--- config.mk ---
export PLATFORM = sky130hd
export DESIGN_NAME = button_drag_scroll_emulator
export DESIGN_NICKNAME = d
export VERILOG_FILES = /design/src/rtl/bdse_pkg.sv /design/src/rtl/bdse_fifo.sv /design/src/rtl/bdse_front.sv /design/src/rtl/bdse_div.sv /design/src/rtl/bdse_back.sv /design/src/rtl/button_drag_scroll_emulator.sv
export SDC_FILE = /design/constraint.sdc
export NUM_CORES = 1
export LEC_CHECK = 0
export BUFFER_PORTS_ARGS = -buffer_cell sky130_fd_sc_hd__buf_2
export CORE_ASPECT_RATIO = 0.8
export CORE_MARGIN = 2
export CORE_UTILIZATION = 45
export CTS_CLUSTER_SIZE = 12
export DETAILED_ROUTE_END_ITERATION = 8
export PLACE_DENSITY_LB_ADDON = 0.08
export SLEW_MARGIN = 15
export SYNTH_ARGS = -nofsm -noshare
export SYNTH_HDL_FRONTEND = slang
export SYNTH_SLANG_ARGS = --single-unit
--- constraint.sdc ---
create_clock -name clock -period 20.5 [get_ports clock]
set_input_delay 2.05 -clock clock [delete_from_list [all_inputs] [get_ports clock]]
set_output_delay 2.05 -clock clock [all_outputs]
set_load 0.005 [all_outputs]
--- src/rtl/bdse_pkg.sv ---
`default_nettype none

package bdse_pkg;

   localparam int CODE_W    = 8;
   localparam int POS_W     = 15;
   localparam int DIST_W    = 16;
   localparam int ACC_W     = 18;
   localparam int CLK_W     = 16;
   localparam int QUO_W     = 17;
   localparam int DIR_W     = 2;
   localparam int CMD_W     = 2;
   localparam int DIV_STEPS = QUO_W;
   localparam int DCNT_W    = $clog2(DIV_STEPS + 1);
   localparam int Q_DEPTH   = 4;
   localparam int Q_AW      = $clog2(Q_DEPTH);
   localparam int CSR_IDX_W = 3;

   localparam logic [CMD_W-1:0] CMD_PRESS   = 2'd0;
   localparam logic [CMD_W-1:0] CMD_RELEASE = 2'd1;
   localparam logic [CMD_W-1:0] CMD_MOTION  = 2'd2;

   // Wheel direction codes: NEG is up or left, POS is down or right.
   localparam logic [DIR_W-1:0] DIR_NONE = 2'd0;
   localparam logic [DIR_W-1:0] DIR_NEG  = 2'd1;
   localparam logic [DIR_W-1:0] DIR_POS  = 2'd2;

   localparam logic [CSR_IDX_W-1:0] CSR_TRIGGER_CODE    = 3'd0;
   localparam logic [CSR_IDX_W-1:0] CSR_TOGGLE_MODE     = 3'd1;
   localparam logic [CSR_IDX_W-1:0] CSR_TRAP_MODE       = 3'd2;
   localparam logic [CSR_IDX_W-1:0] CSR_INVERT_DIR      = 3'd3;
   localparam logic [CSR_IDX_W-1:0] CSR_VERT_START_DIST = 3'd4;
   localparam logic [CSR_IDX_W-1:0] CSR_HORZ_START_DIST = 3'd5;
   localparam logic [CSR_IDX_W-1:0] CSR_VERT_STEP       = 3'd6;
   localparam logic [CSR_IDX_W-1:0] CSR_HORZ_STEP       = 3'd7;

   typedef enum logic [1:0] {
      OP_NONE   = 2'd0,
      OP_LOAD   = 2'd1,
      OP_SCROLL = 2'd2
   } op_type;

   typedef struct packed {
      logic [CODE_W-1:0] trigger_code;
      logic              toggle_mode;
      logic              trap_mode;
      logic              invert_dir;
      logic [DIST_W-1:0] vert_start_dist;
      logic [DIST_W-1:0] horz_start_dist;
      logic [DIST_W-1:0] vert_step;
      logic [DIST_W-1:0] horz_step;
   } cfg_type;

   localparam cfg_type CFG_RESET = '{
      trigger_code:    8'd2,
      toggle_mode:     1'b0,
      trap_mode:       1'b0,
      invert_dir:      1'b0,
      vert_start_dist: 16'd10,
      horz_start_dist: 16'd10,
      vert_step:       16'd10,
      horz_step:       16'd50
   };

   typedef struct packed {
      logic [POS_W-1:0] moved;
      logic [DIR_W-1:0] dir;
   } axis_move_type;

   typedef struct packed {
      op_type           op;
      axis_move_type    vert;
      axis_move_type    horz;
      logic             warp;
      logic [POS_W-1:0] warp_x;
      logic [POS_W-1:0] warp_y;
   } job_type;

endpackage

`default_nettype wire

--- src/rtl/bdse_fifo.sv ---
`default_nettype none

module bdse_fifo (
   input  wire logic              clock,
   input  wire logic              reset,
   input  wire logic              push,
   input  wire bdse_pkg::job_type din,
   output logic                   full,
   input  wire logic              pop,
   output bdse_pkg::job_type      dout,
   output logic                   empty
);
   import bdse_pkg::*;

   job_type           mem_ff [Q_DEPTH];
   logic [Q_AW-1:0]   wr_ptr_ff, wr_ptr_in;
   logic [Q_AW-1:0]   rd_ptr_ff, rd_ptr_in;
   logic [Q_AW:0]     count_ff, count_in;
   logic              do_push, do_pop;

   assign full    = (count_ff == (Q_AW + 1)'(Q_DEPTH));
   assign empty   = (count_ff == '0);
   assign do_push = push && !full;
   assign do_pop  = pop && !empty;
   assign dout    = mem_ff[rd_ptr_ff];

   always_comb begin
      wr_ptr_in = wr_ptr_ff;
      rd_ptr_in = rd_ptr_ff;
      count_in  = count_ff;
      if (do_push) begin
         wr_ptr_in = wr_ptr_ff + 1'b1;
      end
      if (do_pop) begin
         rd_ptr_in = rd_ptr_ff + 1'b1;
      end
      if (do_push && !do_pop) begin
         count_in = count_ff + 1'b1;
      end else if (do_pop && !do_push) begin
         count_in = count_ff - 1'b1;
      end
   end

   always_ff @(posedge clock) begin
      if (reset) begin
         wr_ptr_ff <= '0;
         rd_ptr_ff <= '0;
         count_ff  <= '0;
      end else begin
         wr_ptr_ff <= wr_ptr_in;
         rd_ptr_ff <= rd_ptr_in;
         count_ff  <= count_in;
      end
   end

   always_ff @(posedge clock) begin
      if (do_push) begin
         mem_ff[wr_ptr_ff] <= din;
      end
   end

endmodule

`default_nettype wire

--- src/rtl/bdse_front.sv ---
`default_nettype none

module bdse_front (
   input  wire logic                       clock,
   input  wire logic                       reset,
   input  wire bdse_pkg::cfg_type          cfg,
   input  wire logic                       req_push,
   input  wire logic [bdse_pkg::CMD_W-1:0] req_command,
   input  wire logic [bdse_pkg::CODE_W-1:0] req_code,
   input  wire logic [bdse_pkg::POS_W-1:0] req_pos_x,
   input  wire logic [bdse_pkg::POS_W-1:0] req_pos_y,
   input  wire logic                       q_full,
   output logic                            q_push,
   output bdse_pkg::job_type               q_data
);
   import bdse_pkg::*;

   logic             active_ff, active_in;
   logic [POS_W-1:0] anchor_x_ff, anchor_x_in;
   logic [POS_W-1:0] anchor_y_ff, anchor_y_in;
   logic [POS_W-1:0] prev_x_ff, prev_x_in;
   logic [POS_W-1:0] prev_y_ff, prev_y_in;
   logic             accept;
   logic             trig;
   logic             off_anchor;

   function automatic axis_move_type calc_move(input logic [POS_W-1:0] from_pos,
                                               input logic [POS_W-1:0] to_pos,
                                               input logic inv);
      axis_move_type res;
      res.moved = '0;
      res.dir   = DIR_NONE;
      if (to_pos < from_pos) begin
         res.moved = from_pos - to_pos;
         res.dir   = inv ? DIR_POS : DIR_NEG;
      end else if (to_pos > from_pos) begin
         res.moved = to_pos - from_pos;
         res.dir   = inv ? DIR_NEG : DIR_POS;
      end
      return res;
   endfunction

   assign accept     = req_push && !q_full;
   assign trig       = (req_code == cfg.trigger_code);
   assign off_anchor = (req_pos_x != anchor_x_ff) || (req_pos_y != anchor_y_ff);
   assign q_push     = accept;

   always_comb begin
      active_in   = active_ff;
      anchor_x_in = anchor_x_ff;
      anchor_y_in = anchor_y_ff;
      prev_x_in   = prev_x_ff;
      prev_y_in   = prev_y_ff;
      q_data      = '0;
      q_data.op   = OP_NONE;
      case (req_command)
         CMD_PRESS: begin
            if (trig) begin
               anchor_x_in = req_pos_x;
               anchor_y_in = req_pos_y;
               active_in   = cfg.toggle_mode ? !active_ff : 1'b1;
               q_data.op   = OP_LOAD;
            end
         end
         CMD_RELEASE: begin
            if (trig && !cfg.toggle_mode) begin
               active_in = 1'b0;
            end
         end
         CMD_MOTION: begin
            prev_x_in = req_pos_x;
            prev_y_in = req_pos_y;
            if (active_ff && off_anchor) begin
               q_data.op   = OP_SCROLL;
               q_data.vert = calc_move(prev_y_ff, req_pos_y, cfg.invert_dir);
               q_data.horz = calc_move(prev_x_ff, req_pos_x, cfg.invert_dir);
               if (cfg.trap_mode) begin
                  q_data.warp   = 1'b1;
                  q_data.warp_x = anchor_x_ff;
                  q_data.warp_y = anchor_y_ff;
               end
            end
         end
         default: begin
         end
      endcase
   end

   always_ff @(posedge clock) begin
      if (reset) begin
         active_ff   <= 1'b0;
         anchor_x_ff <= '0;
         anchor_y_ff <= '0;
         prev_x_ff   <= '0;
         prev_y_ff   <= '0;
      end else if (accept) begin
         active_ff   <= active_in;
         anchor_x_ff <= anchor_x_in;
         anchor_y_ff <= anchor_y_in;
         prev_x_ff   <= prev_x_in;
         prev_y_ff   <= prev_y_in;
      end
   end

endmodule

`default_nettype wire

--- src/rtl/bdse_div.sv ---
`default_nettype none

module bdse_div (
   input  wire logic                        clock,
   input  wire logic                        reset,
   input  wire logic                        start,
   input  wire logic [bdse_pkg::QUO_W-1:0]  dividend,
   input  wire logic [bdse_pkg::DIST_W-1:0] divisor,
   output logic                             busy,
   output logic [bdse_pkg::QUO_W-1:0]       quotient,
   output logic [bdse_pkg::DIST_W-1:0]      remainder
);
   import bdse_pkg::*;

   logic              busy_ff, busy_in;
   logic [DCNT_W-1:0] cnt_ff, cnt_in;
   logic [QUO_W-1:0]  quo_ff, quo_in;
   logic [DIST_W-1:0] rem_ff, rem_in;
   logic [DIST_W-1:0] div_ff, div_in;
   logic [DIST_W:0]   rem_sh;
   logic [DIST_W:0]   diff;
   logic              ge;

   // Restoring division: one quotient bit per cycle, dividend shifted out of
   // the top of the quotient register as quotient bits enter at the bottom.
   assign rem_sh = {rem_ff, quo_ff[QUO_W-1]};
   assign ge     = (rem_sh >= {1'b0, div_ff});
   assign diff   = rem_sh - {1'b0, div_ff};

   always_comb begin
      busy_in = busy_ff;
      cnt_in  = cnt_ff;
      quo_in  = quo_ff;
      rem_in  = rem_ff;
      div_in  = div_ff;
      if (start) begin
         busy_in = 1'b1;
         cnt_in  = '0;
         quo_in  = dividend;
         rem_in  = '0;
         div_in  = divisor;
      end else if (busy_ff) begin
         quo_in = {quo_ff[QUO_W-2:0], ge};
         rem_in = ge ? diff[DIST_W-1:0] : rem_sh[DIST_W-1:0];
         cnt_in = cnt_ff + 1'b1;
         if (cnt_ff == DCNT_W'(DIV_STEPS - 1)) begin
            busy_in = 1'b0;
         end
      end
   end

   always_ff @(posedge clock) begin
      if (reset) begin
         busy_ff <= 1'b0;
         cnt_ff  <= '0;
      end else begin
         busy_ff <= busy_in;
         cnt_ff  <= cnt_in;
      end
   end

   always_ff @(posedge clock) begin
      quo_ff <= quo_in;
      rem_ff <= rem_in;
      div_ff <= div_in;
   end

   assign busy      = busy_ff;
   assign quotient  = quo_ff;
   assign remainder = rem_ff;

endmodule

`default_nettype wire

--- src/rtl/bdse_back.sv ---
`default_nettype none

module bdse_back (
   input  wire logic                         clock,
   input  wire logic                         reset,
   input  wire bdse_pkg::cfg_type            cfg,
   input  wire logic                         q_empty,
   input  wire bdse_pkg::job_type            q_data,
   output logic                              q_pop,
   output logic                              rsp_empty,
   input  wire logic                         rsp_pop,
   output logic [bdse_pkg::DIR_W-1:0]        rsp_vert_dir,
   output logic [bdse_pkg::CLK_W-1:0]        rsp_vert_clicks,
   output logic [bdse_pkg::DIR_W-1:0]        rsp_horz_dir,
   output logic [bdse_pkg::CLK_W-1:0]        rsp_horz_clicks,
   output logic                              rsp_warp_request,
   output logic [bdse_pkg::POS_W-1:0]        rsp_warp_x,
   output logic [bdse_pkg::POS_W-1:0]        rsp_warp_y
);
   import bdse_pkg::*;

   typedef enum logic [3:0] {
      ST_IDLE  = 4'b0001,
      ST_PREP  = 4'b0010,
      ST_DIV   = 4'b0100,
      ST_WRITE = 4'b1000
   } state_type;

   typedef struct packed {
      logic [ACC_W-1:0] acc;
      logic [CLK_W-1:0] clicks;
      logic [DIR_W-1:0] dir;
   } axis_res_type;

   state_type               state_ff, state_in;
   job_type                 job_ff, job_in;
   logic signed [ACC_W-1:0] va_ff, va_in;
   logic signed [ACC_W-1:0] ha_ff, ha_in;
   logic signed [ACC_W-1:0] vacc_ff, vacc_in;
   logic signed [ACC_W-1:0] hacc_ff, hacc_in;
   logic                    out_valid_ff, out_valid_in;
   logic [DIR_W-1:0]        vdir_ff, vdir_in;
   logic [CLK_W-1:0]        vclk_ff, vclk_in;
   logic [DIR_W-1:0]        hdir_ff, hdir_in;
   logic [CLK_W-1:0]        hclk_ff, hclk_in;
   logic                    warp_ff, warp_in;
   logic [POS_W-1:0]        wx_ff, wx_in;
   logic [POS_W-1:0]        wy_ff, wy_in;

   logic [DIST_W-1:0]       vstep, hstep;
   logic signed [ACC_W-1:0] vdiv_arg, hdiv_arg;
   logic                    div_start;
   logic                    vbusy, hbusy;
   logic [QUO_W-1:0]        vquo, hquo;
   logic [DIST_W-1:0]       vrem, hrem;
   axis_res_type            vres, hres;

   // A step register of zero counts as a step of one.
   assign vstep = (cfg.vert_step == '0) ? DIST_W'(1) : cfg.vert_step;
   assign hstep = (cfg.horz_step == '0) ? DIST_W'(1) : cfg.horz_step;

   // Once the accumulator drops below one, the click count is
   // (step - a) / step and the new accumulator is step minus the remainder.
   assign vdiv_arg = $signed({{(ACC_W - DIST_W){1'b0}}, vstep}) - va_ff;
   assign hdiv_arg = $signed({{(ACC_W - DIST_W){1'b0}}, hstep}) - ha_ff;

   function automatic axis_res_type finish_axis(input logic [DIR_W-1:0] dir_raw,
                                                input logic signed [ACC_W-1:0] a,
                                                input logic signed [ACC_W-1:0] acc,
                                                input logic [QUO_W-1:0] quo,
                                                input logic [DIST_W-1:0] rem,
                                                input logic [DIST_W-1:0] step);
      axis_res_type res;
      res.acc    = acc;
      res.clicks = '0;
      res.dir    = DIR_NONE;
      if (dir_raw != DIR_NONE) begin
         if (a < $signed(ACC_W'(1))) begin
            res.acc    = {{(ACC_W - DIST_W){1'b0}}, step} - {{(ACC_W - DIST_W){1'b0}}, rem};
            res.clicks = quo[CLK_W-1:0];
            res.dir    = dir_raw;
         end else begin
            res.acc = a;
         end
      end
      return res;
   endfunction

   bdse_div u_vdiv (
      .clock     (clock),
      .reset     (reset),
      .start     (div_start),
      .dividend  (vdiv_arg[QUO_W-1:0]),
      .divisor   (vstep),
      .busy      (vbusy),
      .quotient  (vquo),
      .remainder (vrem)
   );

   bdse_div u_hdiv (
      .clock     (clock),
      .reset     (reset),
      .start     (div_start),
      .dividend  (hdiv_arg[QUO_W-1:0]),
      .divisor   (hstep),
      .busy      (hbusy),
      .quotient  (hquo),
      .remainder (hrem)
   );

   assign vres = finish_axis(job_ff.vert.dir, va_ff, vacc_ff, vquo, vrem, vstep);
   assign hres = finish_axis(job_ff.horz.dir, ha_ff, hacc_ff, hquo, hrem, hstep);

   always_comb begin
      state_in     = state_ff;
      job_in       = job_ff;
      va_in        = va_ff;
      ha_in        = ha_ff;
      vacc_in      = vacc_ff;
      hacc_in      = hacc_ff;
      out_valid_in = out_valid_ff && !rsp_pop;
      vdir_in      = vdir_ff;
      vclk_in      = vclk_ff;
      hdir_in      = hdir_ff;
      hclk_in      = hclk_ff;
      warp_in      = warp_ff;
      wx_in        = wx_ff;
      wy_in        = wy_ff;
      q_pop        = 1'b0;
      div_start    = 1'b0;
      case (state_ff)
         ST_IDLE: begin
            if (!q_empty) begin
               q_pop    = 1'b1;
               job_in   = q_data;
               va_in    = vacc_ff - $signed({{(ACC_W - POS_W){1'b0}}, q_data.vert.moved});
               ha_in    = hacc_ff - $signed({{(ACC_W - POS_W){1'b0}}, q_data.horz.moved});
               state_in = ST_PREP;
            end
         end
         ST_PREP: begin
            if (job_ff.op == OP_SCROLL) begin
               div_start = 1'b1;
               state_in  = ST_DIV;
            end else begin
               state_in = ST_WRITE;
            end
         end
         ST_DIV: begin
            if (!vbusy && !hbusy) begin
               state_in = ST_WRITE;
            end
         end
         ST_WRITE: begin
            if (!out_valid_ff || rsp_pop) begin
               out_valid_in = 1'b1;
               vdir_in      = DIR_NONE;
               vclk_in      = '0;
               hdir_in      = DIR_NONE;
               hclk_in      = '0;
               warp_in      = job_ff.warp;
               wx_in        = job_ff.warp_x;
               wy_in        = job_ff.warp_y;
               if (job_ff.op == OP_LOAD) begin
                  vacc_in = $signed({{(ACC_W - DIST_W){1'b0}}, cfg.vert_start_dist});
                  hacc_in = $signed({{(ACC_W - DIST_W){1'b0}}, cfg.horz_start_dist});
               end else if (job_ff.op == OP_SCROLL) begin
                  vacc_in = $signed(vres.acc);
                  hacc_in = $signed(hres.acc);
                  vdir_in = vres.dir;
                  vclk_in = vres.clicks;
                  hdir_in = hres.dir;
                  hclk_in = hres.clicks;
               end
               state_in = ST_IDLE;
            end
         end
         default: begin
            state_in = ST_IDLE;
         end
      endcase
   end

   always_ff @(posedge clock) begin
      if (reset) begin
         state_ff     <= ST_IDLE;
         out_valid_ff <= 1'b0;
         vacc_ff      <= '0;
         hacc_ff      <= '0;
      end else begin
         state_ff     <= state_in;
         out_valid_ff <= out_valid_in;
         vacc_ff      <= vacc_in;
         hacc_ff      <= hacc_in;
      end
   end

   always_ff @(posedge clock) begin
      job_ff  <= job_in;
      va_ff   <= va_in;
      ha_ff   <= ha_in;
      vdir_ff <= vdir_in;
      vclk_ff <= vclk_in;
      hdir_ff <= hdir_in;
      hclk_ff <= hclk_in;
      warp_ff <= warp_in;
      wx_ff   <= wx_in;
      wy_ff   <= wy_in;
   end

   assign rsp_empty        = !out_valid_ff;
   assign rsp_vert_dir     = vdir_ff;
   assign rsp_vert_clicks  = vclk_ff;
   assign rsp_horz_dir     = hdir_ff;
   assign rsp_horz_clicks  = hclk_ff;
   assign rsp_warp_request = warp_ff;
   assign rsp_warp_x       = wx_ff;
   assign rsp_warp_y       = wy_ff;

endmodule

`default_nettype wire

--- src/rtl/button_drag_scroll_emulator.sv ---
// A scrolling motion request passes through the queue and then the back end's
// idle, prepare, divide and write states, the divide state waiting on the
// 17-step restoring divider of each axis; the back end takes the next request
// after writing. Press, release and all other requests skip the divide state.
// A four-entry queue lets requests keep arriving while the back end is busy.
// Synchronous active-high reset restores the register defaults, clears state.
`default_nettype none

module button_drag_scroll_emulator (
   input  wire logic                           clock,
   input  wire logic                           reset,
   input  wire logic                           csr_wen,
   input  wire logic [bdse_pkg::CSR_IDX_W-1:0] csr_index,
   input  wire logic [bdse_pkg::DIST_W-1:0]    csr_wdata,
   input  wire logic                           req_push,
   output logic                                req_full,
   input  wire logic [bdse_pkg::CMD_W-1:0]     req_command,
   input  wire logic [bdse_pkg::CODE_W-1:0]    req_code,
   input  wire logic [bdse_pkg::POS_W-1:0]     req_pos_x,
   input  wire logic [bdse_pkg::POS_W-1:0]     req_pos_y,
   output logic                                rsp_empty,
   input  wire logic                           rsp_pop,
   output logic [bdse_pkg::DIR_W-1:0]          rsp_vert_dir,
   output logic [bdse_pkg::CLK_W-1:0]          rsp_vert_clicks,
   output logic [bdse_pkg::DIR_W-1:0]          rsp_horz_dir,
   output logic [bdse_pkg::CLK_W-1:0]          rsp_horz_clicks,
   output logic                                rsp_warp_request,
   output logic [bdse_pkg::POS_W-1:0]          rsp_warp_x,
   output logic [bdse_pkg::POS_W-1:0]          rsp_warp_y
);
   import bdse_pkg::*;

   cfg_type cfg_ff, cfg_in;
   logic    q_push, q_pop, q_full, q_empty;
   job_type q_wdata, q_rdata;

   always_comb begin
      cfg_in = cfg_ff;
      if (csr_wen) begin
         case (csr_index)
            CSR_TRIGGER_CODE:    cfg_in.trigger_code    = csr_wdata[CODE_W-1:0];
            CSR_TOGGLE_MODE:     cfg_in.toggle_mode     = csr_wdata[0];
            CSR_TRAP_MODE:       cfg_in.trap_mode       = csr_wdata[0];
            CSR_INVERT_DIR:      cfg_in.invert_dir      = csr_wdata[0];
            CSR_VERT_START_DIST: cfg_in.vert_start_dist = csr_wdata;
            CSR_HORZ_START_DIST: cfg_in.horz_start_dist = csr_wdata;
            CSR_VERT_STEP:       cfg_in.vert_step       = csr_wdata;
            CSR_HORZ_STEP:       cfg_in.horz_step       = csr_wdata;
            default: begin
            end
         endcase
      end
   end

   always_ff @(posedge clock) begin
      if (reset) begin
         cfg_ff <= CFG_RESET;
      end else begin
         cfg_ff <= cfg_in;
      end
   end

   assign req_full = q_full;

   bdse_front u_front (
      .clock       (clock),
      .reset       (reset),
      .cfg         (cfg_ff),
      .req_push    (req_push),
      .req_command (req_command),
      .req_code    (req_code),
      .req_pos_x   (req_pos_x),
      .req_pos_y   (req_pos_y),
      .q_full      (q_full),
      .q_push      (q_push),
      .q_data      (q_wdata)
   );

   bdse_fifo u_fifo (
      .clock (clock),
      .reset (reset),
      .push  (q_push),
      .din   (q_wdata),
      .full  (q_full),
      .pop   (q_pop),
      .dout  (q_rdata),
      .empty (q_empty)
   );

   bdse_back u_back (
      .clock            (clock),
      .reset            (reset),
      .cfg              (cfg_ff),
      .q_empty          (q_empty),
      .q_data           (q_rdata),
      .q_pop            (q_pop),
      .rsp_empty        (rsp_empty),
      .rsp_pop          (rsp_pop),
      .rsp_vert_dir     (rsp_vert_dir),
      .rsp_vert_clicks  (rsp_vert_clicks),
      .rsp_horz_dir     (rsp_horz_dir),
      .rsp_horz_clicks  (rsp_horz_clicks),
      .rsp_warp_request (rsp_warp_request),
      .rsp_warp_x       (rsp_warp_x),
      .rsp_warp_y       (rsp_warp_y)
   );

endmodule

`default_nettype wire

Word level (Yosys, flattened, before mapping). Memories as Yosys holds them, arrays and structs flattened. A register that Yosys moved wholly into a read port is not among the register bits. Index checks and enable logic that the tools add are counted.

Bits in registers: 434. Bits in writable memories: 268. Input bits: 64. Output and inout bits: 69. Memories: 1.

Memories: u_fifo.mem_ff (depth 4, width 67, read ports 1, clocked after memory_dff 1, write ports 1, RTL line bdse_fifo.sv:15) `job_type mem_ff [Q_DEPTH];`.

Add/subtract/negate cells: 18. $lt $le $gt $ge: 8. Eq/ne operators: 26. Muxes and demuxes: 56. Bitwise gates (word level): 6. Reductions and logical operators: 54.

Operators with widths (number): $mux W18 (8); $mux W17 (8); $mux W36 (2); $mux W67 (1); $mux W65 (1); $mux W16 (4); $sub A15 B15 Y15 (4); $lt A18 B2 Y1 const B (2); $sub A18 B16 Y18 (2); $ge A17 B16 Y1 (2); $sub A16 B16 Y17 (2); $sub A17 B17 Y17 (2); $logic_not A16 Y1 (2); $sub A16 B16 Y16 (2); $mux W31 (1); $gt A15 B15 Y1 (2); $lt A15 B15 Y1 (2); $ne A15 B15 Y1 (2); $reduce_and A2 Y1 (11); $mux W1 (18); $reduce_bool A2 Y1 (9); $mux W4 (4); $pmux W4 S4 (1); $eq A3 B3 Y1 const B (5); 30 further kinds (71).

Depth between registers and ports, before layout.
Depth after elaboration: 8. Mapped depth: 14.

Modules after synthesis. A second synthesis with hierarchy kept.

Cells, all modules: 3334. Area total of the unflattened synthesis: 37467.2 µm².

Modules (own cells, without submodules): bdse_back (times used 1, cells each 1221, area an instance 11805.1 µm², sequential area each 5024.8 µm²); bdse_fifo (times used 1, cells each 398, area an instance 10159.7 µm², sequential area each 8227.9 µm²); bdse_front (times used 1, cells each 840, area an instance 6206.0 µm², sequential area each 1221.2 µm²); bdse_div (u_back.u_hdiv) (times used 1, cells each 309, area an instance 3190.6 µm², sequential area each 1431.4 µm²); bdse_div (u_back.u_vdiv) (times used 1, cells each 287, area an instance 3074.2 µm², sequential area each 1431.4 µm²); button_drag_scroll_emulator (times used 1, cells each 279, area an instance 3031.7 µm², sequential area each 1501.4 µm²).

Worst setup path before layout. No wires, ideal clock.

Path kind: reg2reg. From: register u_back.state_ff[2]. To: register u_fifo.count_ff[2]. Setup time: 0.070 ns. Data arrival time: 9.507 ns. Data required time: 20.430 ns. Path slack: 10.923 ns. Stages on the path, launching flop included: 10. Cell sequence: dfxtp_1 -> nor2_1 -> nor4bb_1 -> inv_1 -> ha_1 -> inv_1 -> fa_1 -> xor2_1 -> or3_1 -> a21oi_1.

Longest elaborated chain between the ends: 6. Elaborated cells on any way between the ends: 8. Classes of those cells: 1 x eq/ne; 2 x mux; 5 x reduce/logical.

Ends and longest elaborated chain: from (decl) (RTL line bdse_back.sv:35) `state_type state_ff, state_in;`; from (signal assigned) (RTL line bdse_back.sv:191) `state_ff <= state_in;`; $eq A4 B1 Y1 * (RTL line bdse_back.sv:131) `case (state_ff)`; $mux W1 * (RTL line bdse_back.sv:131); via q_pop (RTL line button_drag_scroll_emulator.sv:34) `logic q_push, q_pop, q_full, q_empty;`; $logic_and A1 B1 Y1 * (RTL line bdse_fifo.sv:24) `assign do_pop = pop && !empty;`; $logic_not A1 Y1 (RTL line bdse_fifo.sv:37) `if (do_push && !do_pop) begin`; $logic_and A1 B1 Y1 (RTL line bdse_fifo.sv:37); $mux W3 / $reduce_bool A2 Y1 (equally long branches); to (signal assigned) (RTL line bdse_fifo.sv:52) `count_ff <= count_in;`; to (decl) (RTL line bdse_fifo.sv:18) `logic [Q_AW:0] count_ff, count_in;`.

Mark *: on every way through the listed nets, which the timed path passes. The rest lies on a longest branch. A chain may end at the register's enable or synchronous reset.

==> out/metrics.csv <==
stage,metric,value,unit
logic_synthesis,Synth top area share,0.394,
routing,DRC Markers,0,
placement,Detailed Place HPWL,71.7,mm
timing,minimum clock period,4990,ps
die,initial core utilization,0.456,
die,Row Count,92,
cts,CTS tree,yes,
timing,Hold Fails Final Rpt,0,
power,Power Dens Cells,118,nW/um2
final_layout,Fill cells,7202,
timing,worst slew pin tran,1040,ps
timing,RSZ-0062 raised after global routing,no,
grt,first-pass GRT wire length,153,mm
critical_path,"critical path fanouts, max",14,
routing,drt via density,5.73,
timing,Total Neg Setup Slack,0,ps
cts,Worst-Skew Late Latency,640,ps
routing,initial DRC count,2362,
grt,vias in the first global route,25400,
logic_synthesis,Synth Cell Area,36100,um2
placement,Setup WS pre-CTS,14980,ps
status,status,"finished, final reports clean",
cts,CTS Buffer Depth,3,
die,DIE AREA,82600,um2
power,Sw Share,0.343,
routing,total wire length,99.0,mm
routing,via count,25800,
power,Pwr Total,4.74,mW
routing,Pre-Repair DR Iteration Count,5,
placement,count of input and output buffers,132,
min_path,worst min path class,flop to flop,
timing,Final setup viols,0,
flow_run,max_cap viols,0,
final_layout,nets@finish,3690,
power,Combinational Power Share,0.318,
die,Chip Height,257,um
timing,"Period Utilization, post-route",0.243,
cts,cts bufs inserted,76,
critical_path,Worst Setup Path Type,primary input to flop,
grt,GRT Total Usage,0.240,
critical_path,Setup crit end kind,flop,
logic_synthesis,Post-synth EDFFs,474,
logic_synthesis,syn_area_per_cell,10.8,um2
routing,post-DR wirelength/cell,22.0,um
cts,root buffer cell,clkbuf_16,
power,internal power component,3.11,mW
logic_synthesis,"top cells by area, synth","edfxtp_1 39%, dfxtp_1 13%, ha_1 7.1%, mux4_2 4.2%, nand2_1 3.7%",
critical_path,CP arrival,5400,ps
logic_synthesis,Yosys Warn Count,0,
power,clock share of power,0.278,
cts,CTS Hold Buffers Added,0,
logic_synthesis,Syn Nets,3612,
critical_path,Critical Path Start,req_pos_y[6],
placement,placed cells,4362,
critical_path,WP data required,20920,ps
cts,H-tree depth,3,
grt,total grt overflow,0,
grt,largest net degree at the start of global routing,77,
timing,Slew HR,0.304,
power,sequential share of power,0.405,
power,Psw,1.63,mW
final_layout,number of diodes,0,
grt,antenna violations before repair,7,
cts,postcts setup bufs,0,
logic_synthesis,Post-synth ARST share,0,
final_layout,ratio of cells with drive above 1 in the final layout,0.111,
die,count of boundary I/O pins,133,
power,worst vdd ir,79.2,uV
logic_synthesis,synthesized flop and latch total,704,
logic_synthesis,Most used DFF post-synth,edfxtp_1,
timing,Clock Skew,21.3,ps
cts,clock sink count,704,
final_layout,Non-Filler Instances,4504,
die,CORE AREA,79200,um2
timing,fin worst setup slack,15510,ps
power,Static Leak,15.3,nW
routing,Antenna Violating Nets Remaining,0,
timing,"Slew Viols, Final",0,
final_layout,most frequent cells in the layout,"474 x edfxtp_1, 354 x nand2_1, 250 x inv_1",
final_layout,"most common cell after layout, fill and taps aside",edfxtp_1,
cts,Worst-path clk slew,60,ps
logic_synthesis,sequential area share after synthesis,0.521,
logic_synthesis,post-synth cell types,86,
critical_path,startpoint types,primary input,
die,Die X,321,um
logic_synthesis,leading area contributor after synthesis,edfxtp_1,
placement,gpl congestion,0.907,
cts,Post-CTS Resized,0,
logic_synthesis,Syn Inst Count,3330,
final_layout,synth-to-layout area growth,11.1,%
min_path,hold path startpoint,u_back.job_ff[12]$_DFFE_PP_,
timing,fmax,200,MHz
[sequential cells by signal (all words and copies together), names as in the netlist, 18 cells and up, named ones only]
signal and flops:
u_back.job_ff 37, u_back.va_ff 18, u_back.hacc_ff 18, u_fifo.mem_ff 268
u_back.ha_ff 18, cfg_ff 75, u_back.vacc_ff 18
[stage by stage]
stage,hold WS [ps],util,cell area (um2)
global placement,402,0.477,37700
CTS,420,0.506,40100
floorplan,400,-,36100
global route,428,0.507,40100
finish,418,0.507,40100
detailed placement,405,0.477,37700
[metal layers]
layer  track usage  part of all wire  wire (um)  vias up
met5             0                 0          0        -
met4        0.0401             0.015       1470        0
met3        0.0468             0.061       6030      110
met2         0.362              0.44      43100      679
met1         0.362              0.49      48400    12800
li1              -                 -          -    12300
[critical path, cell delays in order]
cell and delay, ps:
buf_2 140, inv_1 60, ha_1 500, and3_1 270, nand2_1 110, a211oi_1 290, o21ai_1 180, and2_1 330
nor2_1 820, a22oi_1 240, a22oi_1 400
[final timing paths]
kind                                                         to  slack [ps]  cells past startpoint
worst max-delay path             u_fifo.mem_ff[0][57]$_DFFE_PP_       15510                     11
worst min register to register  u_back.rsp_warp_y[12]$_DFFE_PP_         420                      0
worst max register to register       u_back.va_ff[14]$_DFFE_PP_       16010                     12
worst min-delay path            u_back.rsp_warp_y[12]$_DFFE_PP_         420                      0
[cells in the mapped netlist, drive strengths merged, types with 31 or more instances]
cell      n
o21a     31
nand2b   39
a21oi   247
ha      205
mux2i    66
nor3     71
nand2   354
buf      34
mux4     67
and2     44
dfxtp   230
and3     49
nand3    38
nor2    219
a21o     53
a211oi   50
nand4    35
inv     250
edfxtp  474
xor2     37
o21ai   145
xnor2   105
or3      31
clkbuf  129
[layout make-up]
class,count,area (um2),share of cell area
flip-flops and latches,704,18800,0.469
multi-input cells,2212,15800,0.393
clock buffers,110,2110,0.0526
well taps,1034,1290,0.0322
clock inverters,30,245,0.00611
inverters,250,938,0.0234
repair buffers,164,927,0.0231
[power groups by stage]
stage	combinational (mW)	clock (mW)	sequential [mW]
3_3_place_gp	1.47	0	1.94
2_1_floorplan	1.12	0	1.89
3_5_place_dp	1.50	0	1.95
6_report	1.50	1.31	1.92
5_1_grt	1.67	1.41	1.94
4_1_cts	1.50	1.35	1.92
[cell families after synthesis]
| kind of cell | after synthesis | synth area share |
|---|---|---|
| xor gates and xnor gates | 142 | 0.0344 |
| buffers and inverters | 414 | 0.0447 |
| muxes | 135 | 0.0607 |
| adders and majority gates | 218 | 0.0782 |
| AOI/OAI and AO/OA | 739 | 0.133 |
| and+or+nand+nor | 978 | 0.128 |
| DFF | 704 | 0.521 |
No activity file was read; power rests on OpenSTA's default activity.
